File: src/hw/rtl/rpu_trailer_and_nal_escape_defines.svh
// Assertion macros shared by the RTL of the trailer and escape block.
// Each macro expects clk_i and rst_ni in the scope where it is used.
`ifndef RPU_TRAILER_AND_NAL_ESCAPE_DEFINES_SVH
`define RPU_TRAILER_AND_NAL_ESCAPE_DEFINES_SVH

// Same-cycle implication.
`define RPTE_ASSERT_IMP(label, ante, cons, msg) \
  label: assert property (@(posedge clk_i) disable iff (!rst_ni) (ante) |-> (cons)) \
    else $error(msg);

// Next-cycle implication.
`define RPTE_ASSERT_NXT(label, ante, cons, msg) \
  label: assert property (@(posedge clk_i) disable iff (!rst_ni) (ante) |=> (cons)) \
    else $error(msg);

`endif

File: src/hw/rtl/rpte_pkg.sv
`default_nettype none

package rpte_pkg;

  localparam int unsigned ByteW = 8;
  localparam int unsigned CrcW  = 32;

  localparam logic [ByteW-1:0] NalPrefixByte  = 8'd25;
  localparam logic [ByteW-1:0] TerminatorByte = 8'h80;
  localparam logic [ByteW-1:0] EscapeByte     = 8'h03;
  localparam logic [CrcW-1:0]  CrcPoly        = 32'h04C1_1DB7;
  localparam logic [CrcW-1:0]  CrcInit        = 32'hFFFF_FFFF;

  function automatic logic [CrcW-1:0] crc_update(logic [CrcW-1:0] crc,
                                                 logic [ByteW-1:0] data);
    logic [CrcW-1:0] c;
    c = crc ^ {data, {(CrcW-ByteW){1'b0}}};
    for (int i = 0; i < ByteW; i++) begin
      c = c[CrcW-1] ? ((c << 1) ^ CrcPoly) : (c << 1);
    end
    return c;
  endfunction

endpackage

`default_nettype wire

File: src/hw/rtl/rpte_in_if.sv
`default_nettype none

interface rpte_in_if;
  logic                       valid;
  logic                       ready;
  logic [rpte_pkg::ByteW-1:0] payload_byte;
  logic                       payload_last;

  modport source (output valid, output payload_byte, output payload_last, input ready);
  modport sink   (input valid, input payload_byte, input payload_last, output ready);
endinterface

`default_nettype wire

File: src/hw/rtl/rpte_out_if.sv
`default_nettype none

interface rpte_out_if;
  logic                       valid;
  logic                       ready;
  logic [rpte_pkg::ByteW-1:0] out_byte;
  logic                       out_last;

  modport source (output valid, output out_byte, output out_last, input ready);
  modport sink   (input valid, input out_byte, input out_last, output ready);
endinterface

`default_nettype wire

File: src/hw/rtl/rpu_trailer_and_nal_escape.sv
// Packs a byte-aligned metadata payload into an escaped NAL unit.
// payload_i takes one payload byte per transfer with a last flag. nal_o gives
// the unit one byte per transfer: the prefix byte 25 before the first payload
// byte, every payload byte, and after the last one the CRC-32/MPEG-2 of the
// payload, most significant byte first, then the terminator 0x80 with out_last
// set. All but the prefix pass through emulation prevention, so an inserted
// 0x03 adds one byte.
// A payload transfer is held in an item register and drained into the output
// register at one byte per cycle while nal_o is not stalled. An item makes one
// output byte for a plain payload byte, plus one for a prefix, plus five
// for the trailer of a last byte, plus one for each inserted 0x03.
// The next payload transfer is taken in the cycle the current item hands over
// its final byte, so a stream without escapes runs at one byte per cycle while
// nal_o is ready.
// When the receiver stalls, the output register holds its byte and the item
// register fills; payload_i then drops ready until the output drains.
// Reset clears the CRC to all ones, the zero run and the prefix flag, and
// empties both registers; the first byte after reset opens a new unit.
`include "rpu_trailer_and_nal_escape_defines.svh"
`default_nettype none

module rpu_trailer_and_nal_escape (
  input  wire         clk_i,
  input  wire         rst_ni,
  rpte_in_if.sink     payload_i,
  rpte_out_if.source  nal_o
);

  typedef enum logic [2:0] {
    PhPrefix,
    PhData,
    PhCrc3,
    PhCrc2,
    PhCrc1,
    PhCrc0,
    PhTerm
  } phase_e;

  logic [rpte_pkg::CrcW-1:0]  crc_q, crc_d;
  logic                       prefix_sent_q, prefix_sent_d;
  logic                       busy_q, busy_d;
  phase_e                     phase_q, phase_d;
  logic                       esc_done_q, esc_done_d;
  logic [1:0]                 zcnt_q, zcnt_d;
  logic [rpte_pkg::ByteW-1:0] item_byte_q;
  logic                       item_last_q;
  logic [rpte_pkg::CrcW-1:0]  item_crc_q;
  logic                       out_valid_q, out_valid_d;
  logic [rpte_pkg::ByteW-1:0] out_byte_q, out_byte_d;
  logic                       out_last_q, out_last_d;

  logic [rpte_pkg::CrcW-1:0]  crc_next;
  logic [rpte_pkg::ByteW-1:0] cur_byte;
  logic                       cur_zero;
  logic                       esc_need;
  logic                       adv;
  logic                       finish;
  logic                       in_xfer;

  assign crc_next = rpte_pkg::crc_update(crc_q, payload_i.payload_byte);

  always_comb begin
    case (phase_q)
      PhPrefix: cur_byte = rpte_pkg::NalPrefixByte;
      PhData:   cur_byte = item_byte_q;
      PhCrc3:   cur_byte = item_crc_q[31:24];
      PhCrc2:   cur_byte = item_crc_q[23:16];
      PhCrc1:   cur_byte = item_crc_q[15:8];
      PhCrc0:   cur_byte = item_crc_q[7:0];
      PhTerm:   cur_byte = rpte_pkg::TerminatorByte;
      default:  cur_byte = rpte_pkg::TerminatorByte;
    endcase
  end

  assign cur_zero = (cur_byte == '0);
  assign esc_need = (phase_q != PhPrefix) && zcnt_q[1] && (cur_byte[7:2] == '0) &&
                    !esc_done_q;
  assign adv      = busy_q && (!out_valid_q || nal_o.ready);
  assign finish   = !esc_need && (((phase_q == PhData) && !item_last_q) ||
                                  (phase_q == PhTerm));

  assign payload_i.ready = !busy_q || (adv && finish);
  assign in_xfer         = payload_i.valid && payload_i.ready;

  always_comb begin
    crc_d         = crc_q;
    prefix_sent_d = prefix_sent_q;
    busy_d        = busy_q;
    phase_d       = phase_q;
    esc_done_d    = esc_done_q;
    zcnt_d        = zcnt_q;
    out_valid_d   = out_valid_q;
    out_byte_d    = out_byte_q;
    out_last_d    = out_last_q;

    if (adv) begin
      out_valid_d = 1'b1;
      if (esc_need) begin
        out_byte_d = rpte_pkg::EscapeByte;
        out_last_d = 1'b0;
        esc_done_d = 1'b1;
      end else begin
        out_byte_d = cur_byte;
        out_last_d = (phase_q == PhTerm);
        esc_done_d = 1'b0;
        if ((phase_q == PhPrefix) || (phase_q == PhTerm)) begin
          zcnt_d = 2'd0;
        end else if (!zcnt_q[1]) begin
          zcnt_d = cur_zero ? zcnt_q + 2'd1 : 2'd0;
        end else begin
          zcnt_d = cur_zero ? 2'd1 : 2'd0;
        end
        case (phase_q)
          PhPrefix: phase_d = PhData;
          PhData:   phase_d = PhCrc3;
          PhCrc3:   phase_d = PhCrc2;
          PhCrc2:   phase_d = PhCrc1;
          PhCrc1:   phase_d = PhCrc0;
          PhCrc0:   phase_d = PhTerm;
          default:  phase_d = PhTerm;
        endcase
        if (finish) begin
          busy_d = 1'b0;
        end
      end
    end else if (nal_o.ready) begin
      out_valid_d = 1'b0;
    end

    if (in_xfer) begin
      busy_d        = 1'b1;
      esc_done_d    = 1'b0;
      phase_d       = prefix_sent_q ? PhData : PhPrefix;
      prefix_sent_d = !payload_i.payload_last;
      crc_d         = payload_i.payload_last ? rpte_pkg::CrcInit : crc_next;
    end
  end

  always_ff @(posedge clk_i or negedge rst_ni) begin
    if (!rst_ni) begin
      crc_q         <= rpte_pkg::CrcInit;
      prefix_sent_q <= 1'b0;
      busy_q        <= 1'b0;
      phase_q       <= PhPrefix;
      esc_done_q    <= 1'b0;
      zcnt_q        <= 2'd0;
      out_valid_q   <= 1'b0;
    end else begin
      crc_q         <= crc_d;
      prefix_sent_q <= prefix_sent_d;
      busy_q        <= busy_d;
      phase_q       <= phase_d;
      esc_done_q    <= esc_done_d;
      zcnt_q        <= zcnt_d;
      out_valid_q   <= out_valid_d;
    end
  end

  always_ff @(posedge clk_i) begin
    if (in_xfer) begin
      item_byte_q <= payload_i.payload_byte;
      item_last_q <= payload_i.payload_last;
      item_crc_q  <= crc_next;
    end
    out_byte_q <= out_byte_d;
    out_last_q <= out_last_d;
  end

  assign nal_o.valid    = out_valid_q;
  assign nal_o.out_byte = out_byte_q;
  assign nal_o.out_last = out_last_q;

  `RPTE_ASSERT_IMP(a_zcnt_range, 1'b1, zcnt_q != 2'd3, "Zero run count out of range.")
  `RPTE_ASSERT_NXT(a_xfer_busy, in_xfer, busy_q, "Accepted item not held.")
  `RPTE_ASSERT_NXT(a_term_clears, adv && !esc_need && (phase_q == PhTerm) && !in_xfer,
                   (zcnt_q == 2'd0) && !prefix_sent_q, "Unit end did not clear state.")
  `RPTE_ASSERT_IMP(a_last_is_term, out_valid_q && out_last_q,
                   out_byte_q == rpte_pkg::TerminatorByte, "Last byte is not the terminator.")

endmodule

`default_nettype wire

File: src/flat_wrapper.sv
// flat-port wrapper written by rule: the top's interface ports become plain ports
module rpu_trailer_and_nal_escape_flat 
  (clk_i, rst_ni, payload_i_valid, payload_i_payload_byte, payload_i_payload_last, payload_i_ready, nal_o_valid, nal_o_out_byte, nal_o_out_last, nal_o_ready);
  rpte_in_if payload_i_i ();
  rpte_out_if nal_o_i ();
  input  wire clk_i;
  input  wire rst_ni;
  input wire logic [$bits(payload_i_i.valid)-1:0] payload_i_valid;
  input wire logic [$bits(payload_i_i.payload_byte)-1:0] payload_i_payload_byte;
  input wire logic [$bits(payload_i_i.payload_last)-1:0] payload_i_payload_last;
  output wire logic [$bits(payload_i_i.ready)-1:0] payload_i_ready;
  output wire logic [$bits(nal_o_i.valid)-1:0] nal_o_valid;
  output wire logic [$bits(nal_o_i.out_byte)-1:0] nal_o_out_byte;
  output wire logic [$bits(nal_o_i.out_last)-1:0] nal_o_out_last;
  input wire logic [$bits(nal_o_i.ready)-1:0] nal_o_ready;
  assign payload_i_i.valid = payload_i_valid;
  assign payload_i_i.payload_byte = payload_i_payload_byte;
  assign payload_i_i.payload_last = payload_i_payload_last;
  assign payload_i_ready = payload_i_i.ready;
  assign nal_o_valid = nal_o_i.valid;
  assign nal_o_out_byte = nal_o_i.out_byte;
  assign nal_o_out_last = nal_o_i.out_last;
  assign nal_o_i.ready = nal_o_ready;
  rpu_trailer_and_nal_escape u_core (.clk_i(clk_i), .rst_ni(rst_ni), .payload_i(payload_i_i), .nal_o(nal_o_i));
endmodule
File: config.mk
export PLATFORM = sky130hd
export DESIGN_NAME = rpu_trailer_and_nal_escape_flat
export DESIGN_NICKNAME = d
export VERILOG_FILES = /design/src/hw/rtl/rpte_pkg.sv /design/src/hw/rtl/rpte_in_if.sv /design/src/hw/rtl/rpte_out_if.sv /design/src/hw/rtl/rpu_trailer_and_nal_escape.sv /design/src/flat_wrapper.sv
export VERILOG_INCLUDE_DIRS = /design/src /design/src/hw/rtl
export SDC_FILE = /design/constraint.sdc
export NUM_CORES = 1
export LEC_CHECK = 0
export BUFFER_PORTS_ARGS = -buffer_cell sky130_fd_sc_hd__buf_2
export CAP_MARGIN = 20
export CORE_ASPECT_RATIO = 0.6
export CORE_MARGIN = 2
export CORE_UTILIZATION = 60
export CTS_CLUSTER_DIAMETER = 200
export CTS_CLUSTER_SIZE = 40
export DETAILED_ROUTE_END_ITERATION = 10
export MAX_ROUTING_LAYER = met4
export PLACE_DENSITY = 0.86
export SLEW_MARGIN = 10
export SYNTH_ARGS = -nofsm -noshare
export SYNTH_HDL_FRONTEND = slang
export SYNTH_SLANG_ARGS = --single-unit
export TNS_END_PERCENT = 10
File: constraint.sdc
create_clock -name clk_i -period 3.3 [get_ports clk_i]
set_input_delay 0.165 -clock clk_i [delete_from_list [all_inputs] [get_ports clk_i]]
set_output_delay 0.165 -clock clk_i [all_outputs]
set_load 0.005 [all_outputs]
Yosys cells after proc, flatten, opt, wreduce, memory -nomap -nowiden --
Cells that the tools add are included.
Word-level totals: logic and storage cells 86, register bits after elaboration 91, output and inout port bits 11, bits of input ports 13
Cells by class: muxes and demuxes 28, add/subtract/negate cells 1, bitwise operators 10, equality and inequality tests 7, reduce and logical (&&, ||, !) cells 28
Operators with widths (count):
- 2-to-1 mux 27 bit | 8
- NOT 14 bit | 8
- one-hot mux 8 bit (6 select lines) | 1
- 2-to-1 mux 32 bit | 1
- XOR 32 bit | 1
- one-hot mux 3 bit (5 select lines) | 1
- 2-to-1 mux 1 bit | 11
- equality test 3 bit, second input constant | 3
- 2-to-1 mux 3 bit | 3
- logical AND 1 bit | 8
- zero test 8 bit | 1
- equality test 3 x 2 -> 1 bit, second input constant | 2
- zero test 1 bit | 6
- zero test 6 bit | 1
- 2-to-1 mux 2 bit | 3
- nonzero test 2 bit | 3
- logical OR 1 bit | 4
- AND reduction 2 bit | 2
- equality test 3 x 1 -> 1 bit, second input constant | 1
- zero test 3 bit | 1
- AND reduction 3 bit | 1
- nonzero test 3 bit | 1
- adder 2 x 1 -> 2 bit, second input constant | 1
- != test 2 bit, second input constant | 1
- NOT 1 bit | 1

Longest topological paths before layout --
depth after elaboration 18, depth in mapped cells 11, mapped depth without buffers 7

Least setup slack after synthesis --
No wires, ideal clock.
path type register to register, from register u_core.phase_q[0], to register u_core.item_byte_q[0] (netlist bit) (enable), cell stages (with the launch flop) 10, data required time 3.027 ns, clock period less this slack 2.505 ns, arrival 2.232 ns, setup slack 0.795 ns, buffers on the path 3, cell sequence dfrtp_1 -> buf_6 -> and2b_4 -> a22o_1 -> a211o_1 -> or3_4 -> nand2b_4 -> a41o_1 -> buf_6 -> buf_8
Between the ends: word-level cells in the longest chain between the ends 10, elaborated cells on any way between the ends 20, classes of those cells eq/ne (6); mux (1); reduce/logical (13)
RTL lines:
- start, declared | RTL line rpu_trailer_and_nal_escape.sv:42 | phase_e phase_q, phase_d;
- start signal, assigned | RTL line rpu_trailer_and_nal_escape.sv:144 | phase_q <= PhPrefix;
- start signal, assigned | RTL line rpu_trailer_and_nal_escape.sv:152 | phase_q <= phase_d;
- equality test 3 bit, or another cell as far along | RTL line rpu_trailer_and_nal_escape.sv:63 | case (phase_q)
- one-hot mux 8 bit (6 select lines) | RTL line rpu_trailer_and_nal_escape.sv:63
- zero test 6 bit | RTL line rpu_trailer_and_nal_escape.sv:76 | assign esc_need = (phase_q != PhPrefix) && zcnt_q[1] && (cur_byte[7:2] == '0) &&
- logical AND 1 bit (2 in series) | RTL line rpu_trailer_and_nal_escape.sv:76
- zero test 1 bit | RTL line rpu_trailer_and_nal_escape.sv:79 | assign finish = !esc_need && (((phase_q == PhData) && !item_last_q) ||
- logical AND 1 bit * | RTL line rpu_trailer_and_nal_escape.sv:79
- logical AND 1 bit * | RTL line rpu_trailer_and_nal_escape.sv:82 | assign payload_i.ready = !busy_q || (adv && finish);
- logical OR 1 bit * | RTL line rpu_trailer_and_nal_escape.sv:82
- logical AND 1 bit * | RTL line rpu_trailer_and_nal_escape.sv:83 | assign in_xfer = payload_i.valid && payload_i.ready;
- end signal, assigned | RTL line rpu_trailer_and_nal_escape.sv:161 | item_byte_q <= payload_i.payload_byte;
- end, declared | RTL line rpu_trailer_and_nal_escape.sv:45 | logic [rpte_pkg::ByteW-1:0] item_byte_q;
Every way passes the cells marked *; elsewhere a longest branch is shown, timed or not. A chain may end at the register's enable or synchronous reset.

Worst setup path after layout --
from register u_core.phase_q[2], to register u_core.crc_q[11] (netlist bit)
Between the ends: word-level cells in the longest chain between the ends 10, elaborated cells on any way between the ends 20, classes of those cells eq/ne (6); mux (1); reduce/logical (13)
RTL lines:
- equality test 3 bit, or another cell as far along | RTL line rpu_trailer_and_nal_escape.sv:63
- one-hot mux 8 bit (6 select lines) | RTL line rpu_trailer_and_nal_escape.sv:63
- zero test 6 bit | RTL line rpu_trailer_and_nal_escape.sv:76
- logical AND 1 bit (2 in series) | RTL line rpu_trailer_and_nal_escape.sv:76
- zero test 1 bit | RTL line rpu_trailer_and_nal_escape.sv:79
- logical AND 1 bit * | RTL line rpu_trailer_and_nal_escape.sv:79
- logical AND 1 bit * | RTL line rpu_trailer_and_nal_escape.sv:82
- logical OR 1 bit * | RTL line rpu_trailer_and_nal_escape.sv:82
- logical AND 1 bit * | RTL line rpu_trailer_and_nal_escape.sv:83
- end signal, assigned | RTL line rpu_trailer_and_nal_escape.sv:141 | crc_q <= rpte_pkg::CrcInit;
- end signal, assigned | RTL line rpu_trailer_and_nal_escape.sv:149 | crc_q <= crc_d;
- end, declared | RTL line rpu_trailer_and_nal_escape.sv:39 | logic [rpte_pkg::CrcW-1:0] crc_q, crc_d;
Marks and branches as above.

==> impl_metrics.py <==
metrics = {
    "sta": {
        "finalHoldViolCount": 9,
        "max_slew.worst_pin.slew_ps": 934.8,
        "post-route-period-util_pct": 92.96,
        "setup_ws_ps": 232.2,
        "finalMaxSlewViolations": 0,
        "min_cycle_time_layout_ps": 3068,
        "fin_setup_tns_ps": 0,
        "grt_setup_unrepaired": "no",
        "fmax_mhz": 326.0,
        "fin_skew_ps": 5.434,
        "slew_headroom_pct": 37.68,
        "endpoints_failing_setup": 0,
        "hold_slack_final_ps": -37.87,
    },
    "die": {
        "die_area_mm2": 0.008302,
        "die_height_um": 71.39,
        "die_x_extent_um": 116.3,
        "floorplan.core_area_mm2": 0.007297,
        "core.rowCount": 24,
        "io-pin-count": 24,
        "start_util_pct": 62.23,
    },
    "clocking": {
        "cts_tree": "done",
        "root_buffer": "sky130_fd_sc_hd__clkbuf_16",
        "htreeDepth": 3,
        "cts_max_path_buffers": 2,
        "cts-buffers-inserted": 9,
        "insertion_delay_ps": 340,
        "worst_setup_hold_path_clk_slew_ps": 60,
        "clk_sinks": 91,
        "cts_post_setup_buffers_inserted": 0,
    },
    "critical_path": {
        "cp_num_buf_inv": 2,
        "crit_path_start_kind": "register",
        "cp-end-kind": "register",
        "path_class": "reg -> reg",
        "timing.critical_path.fanout_max": 40,
        "timing.critical_path.cells": "buf_4, mux2i_1, o22ai_1, a31o_2, or3_4, nand2b_4, a41o_4, buf_12, mux2i_1",
        "crit_path_frequent_cell": "sky130_fd_sc_hd__mux2i_1",
        "max_stage_delay_ps": 600,
        "worstPathArrival_ps": 3330,
        "cpLargestDelayFamily": "compound AO/OA/AOI/OAI gates",
        "critical_path_required_ps": 3560,
        "critical_path.slowest_cell": "sky130_fd_sc_hd__dfrtp_1",
    },
    "synthesis": {
        "synth-warning-count": 0,
        "synth_top_flop_cell": "sky130_fd_sc_hd__edfxtp_1",
        "ys_top_cells_by_count": "60 x sky130_fd_sc_hd__xnor2_1, 50 x sky130_fd_sc_hd__edfxtp_1, 43 x sky130_fd_sc_hd__mux2i_1, 38 x sky130_fd_sc_hd__nor2_1, 36 x sky130_fd_sc_hd__inv_1",
        "ff_latch_count_synth": 91,
        "post-synth-top-count-cell": "sky130_fd_sc_hd__xnor2_1",
        "synthDistinctLibCells": 50,
        "mapped_area_mm2": 0.004541,
        "synthDominantCellAreaShare_pct": 33.07,
        "synth_enable_flop_cells": 50,
        "synthesis.nets": 377,
        "post-synth-top-area-cell": "sky130_fd_sc_hd__edfxtp_1",
        "synth_top_cells_by_area": "sky130_fd_sc_hd__edfxtp_1 33%, sky130_fd_sc_hd__dfstp_2 19%, sky130_fd_sc_hd__xnor2_1 12%, sky130_fd_sc_hd__mux2i_1 9.5%, sky130_fd_sc_hd__dfrtp_1 5.0%",
        "syn-instance-count": 364,
        "seq_area_frac_synth_pct": 56.54,
        "synth-async-reset-ratio_pct": 45.05,
        "syn-mean-instance-area_um2": 12.47,
    },
    "cells_and_area": {
        "syn_to_final_growth_pct": 11.44,
        "stdcell_area_mm2": 0.005060,
        "drive_gt1_share_pct": 23.94,
        "final_net_count": 409,
        "antenna-diode-count": 0,
    },
    "global_route": {
        "grt.overflow.total": 0,
        "grt_start_max_net_pins": 42,
        "globalRouteTotalUtil_pct": 24.79,
        "number_of_antenna_violations_at_the_first_check_in_global_routing": 0,
        "global_route_wire_length_before_repair_mm": 14.38,
        "first_global_vias": 2646,
    },
    "flow_run": {
        "max_cap_violations": 0,
    },
    "detailed_routing": {
        "route.detailed.wl_per_inst_um": 17.69,
        "drtIter0Drc": 215,
        "first_pass_iters": 4,
        "detail_route.vias_per_cell": 5.459,
        "totalWireLength_mm": 8.932,
        "antenna_violating_nets_post_route": 0,
        "route.detailed.drc": 0,
        "routed-via-count": 2757,
    },
    "worst_hold_path": {
        "worstHoldPathType": "in -> async",
    },
    "placed_design": {
        "port-buffer-count": 23,
        "gpl.final_weighted_congestion": 0.9500,
        "post-dp-hpwl_mm": 6.263,
        "dp_worst_setup_slack_ps": 273.6,
        "detailed_place.area_mm2": 0.004765,
    },
    "status": {
        "violations": "negative hold slack",
        "result_of_the_run": "finished, violations left",
    },
}
## cells in the final DEF, fill, tap and decap left out, types with 2 or more instances in the layout
| master | n |
|---|---|
| sky130_fd_sc_hd__a21oi_1 | 4 |
| sky130_fd_sc_hd__a22o_1 | 2 |
| sky130_fd_sc_hd__a31o_2 | 2 |
| sky130_fd_sc_hd__and2_1 | 2 |
| sky130_fd_sc_hd__buf_2 | 23 |
| sky130_fd_sc_hd__buf_4 | 10 |
| sky130_fd_sc_hd__clkbuf_16 | 9 |
| sky130_fd_sc_hd__clkinv_2 | 2 |
| sky130_fd_sc_hd__dfrtp_1 | 8 |
| sky130_fd_sc_hd__dfstp_2 | 32 |
| sky130_fd_sc_hd__edfxtp_1 | 50 |
| sky130_fd_sc_hd__inv_1 | 36 |
| sky130_fd_sc_hd__mux2_4 | 2 |
| sky130_fd_sc_hd__mux2i_1 | 43 |
| sky130_fd_sc_hd__nand2_1 | 11 |
| sky130_fd_sc_hd__nand2b_1 | 10 |
| sky130_fd_sc_hd__nor2_1 | 38 |
| sky130_fd_sc_hd__nor2b_1 | 2 |
| sky130_fd_sc_hd__nor3_1 | 2 |
| sky130_fd_sc_hd__o21ai_0 | 5 |
| sky130_fd_sc_hd__o22ai_1 | 3 |
| sky130_fd_sc_hd__o31ai_1 | 2 |
| sky130_fd_sc_hd__or3_4 | 2 |
| sky130_fd_sc_hd__xnor2_1 | 60 |
| sky130_fd_sc_hd__xor2_1 | 11 |
## repair_timing
| action | CTS | global route |
|---|---|---|
| resized for setup | 0 | 1 |
| endpoints found under the setup margin | 0 | 1 |
| hold buffers | 0 | 0 |
| endpoints found under the hold margin | 0 | 0 |
## layer usage
layer	GRT usage, %	wire [um]	vias to the layer above	part of all wire, %
li1	-	-	1287	-
met1	37.38	4372	1363	49
met2	31.20	3726	96	42
met3	9.222	717	11	8.0
met4	6.878	115	0	1.3
met5	-	0	-	0
## stage by stage
step | util (%) | hold slack [ps] | instances
final | 69.34 | -37.87 | 505
after global routing | 69.34 | 6.916 | 505
after CTS | 69.32 | 8.172 | 505
after detailed placement | 65.29 | 371.7 | 489
after global placement | 65.29 | 351.3 | 489
after floorplan | - | -130.6 | 364
## final timing paths
kind                                                start                    end  slack (ps)  cells after the start
min in group clk_i              payload_i_payload_byte[6]  u_core.item_byte_q[6]          20                      1
max in group asynchronous                          rst_ni      u_core.phase_q[0]        2710                      1
worst max-delay path                    u_core.phase_q[2]       u_core.crc_q[11]         230                      9
worst max register to register          u_core.phase_q[2]       u_core.crc_q[11]         230                      9
worst min register to register           u_core.crc_q[26]       u_core.crc_q[26]         470                      2
worst min-delay path                               rst_ni      u_core.phase_q[1]         -40                      1
## cell families (layout without fill, tap and decap cells)
| family | after synthesis | count (layout) | share of synthesized area [%] |
|---|---|---|---|
| AO/OA/AOI/OAI | 29 | 29 | 4.767 |
| multiplexers | 47 | 47 | 10.64 |
| buffers and inverters | 49 | 86 | 5.786 |
| flip-flops | 91 | 91 | 56.54 |
| XOR/XNOR | 71 | 71 | 13.70 |
| AND/OR/NAND/NOR | 77 | 77 | 8.570 |
## state kept, by name, indices dropped and copies added, names as in the netlist
| name | count |
|---|---|
| u_core.esc_done_q | 1 |
| u_core.phase_q | 3 |
| u_core.nal_o.out_byte | 8 |
| u_core.crc_q | 32 |
| u_core.busy_q | 1 |
| u_core.prefix_sent_q | 1 |
| u_core.item_last_q | 1 |
| u_core.nal_o.out_last | 1 |
| u_core.nal_o.valid | 1 |
| u_core.item_byte_q | 8 |
| u_core.item_crc_q | 32 |
| u_core.zcnt_q | 2 |
## layout make-up
cell class / instances / area, um2
multi-input cells: 224 / 1722
clock inverters: 6 / 65.06
inverters: 36 / 135.1
well taps: 104 / 130.1
repair buffers: 34 / 210.2
fillers: 534 / 2237
clock buffers: 10 / 229.0
flip-flops and latches: 91 / 2569
Power is not shown: default switching activity piles up to over one toggle a cycle in this logic, so the estimate is an artifact.
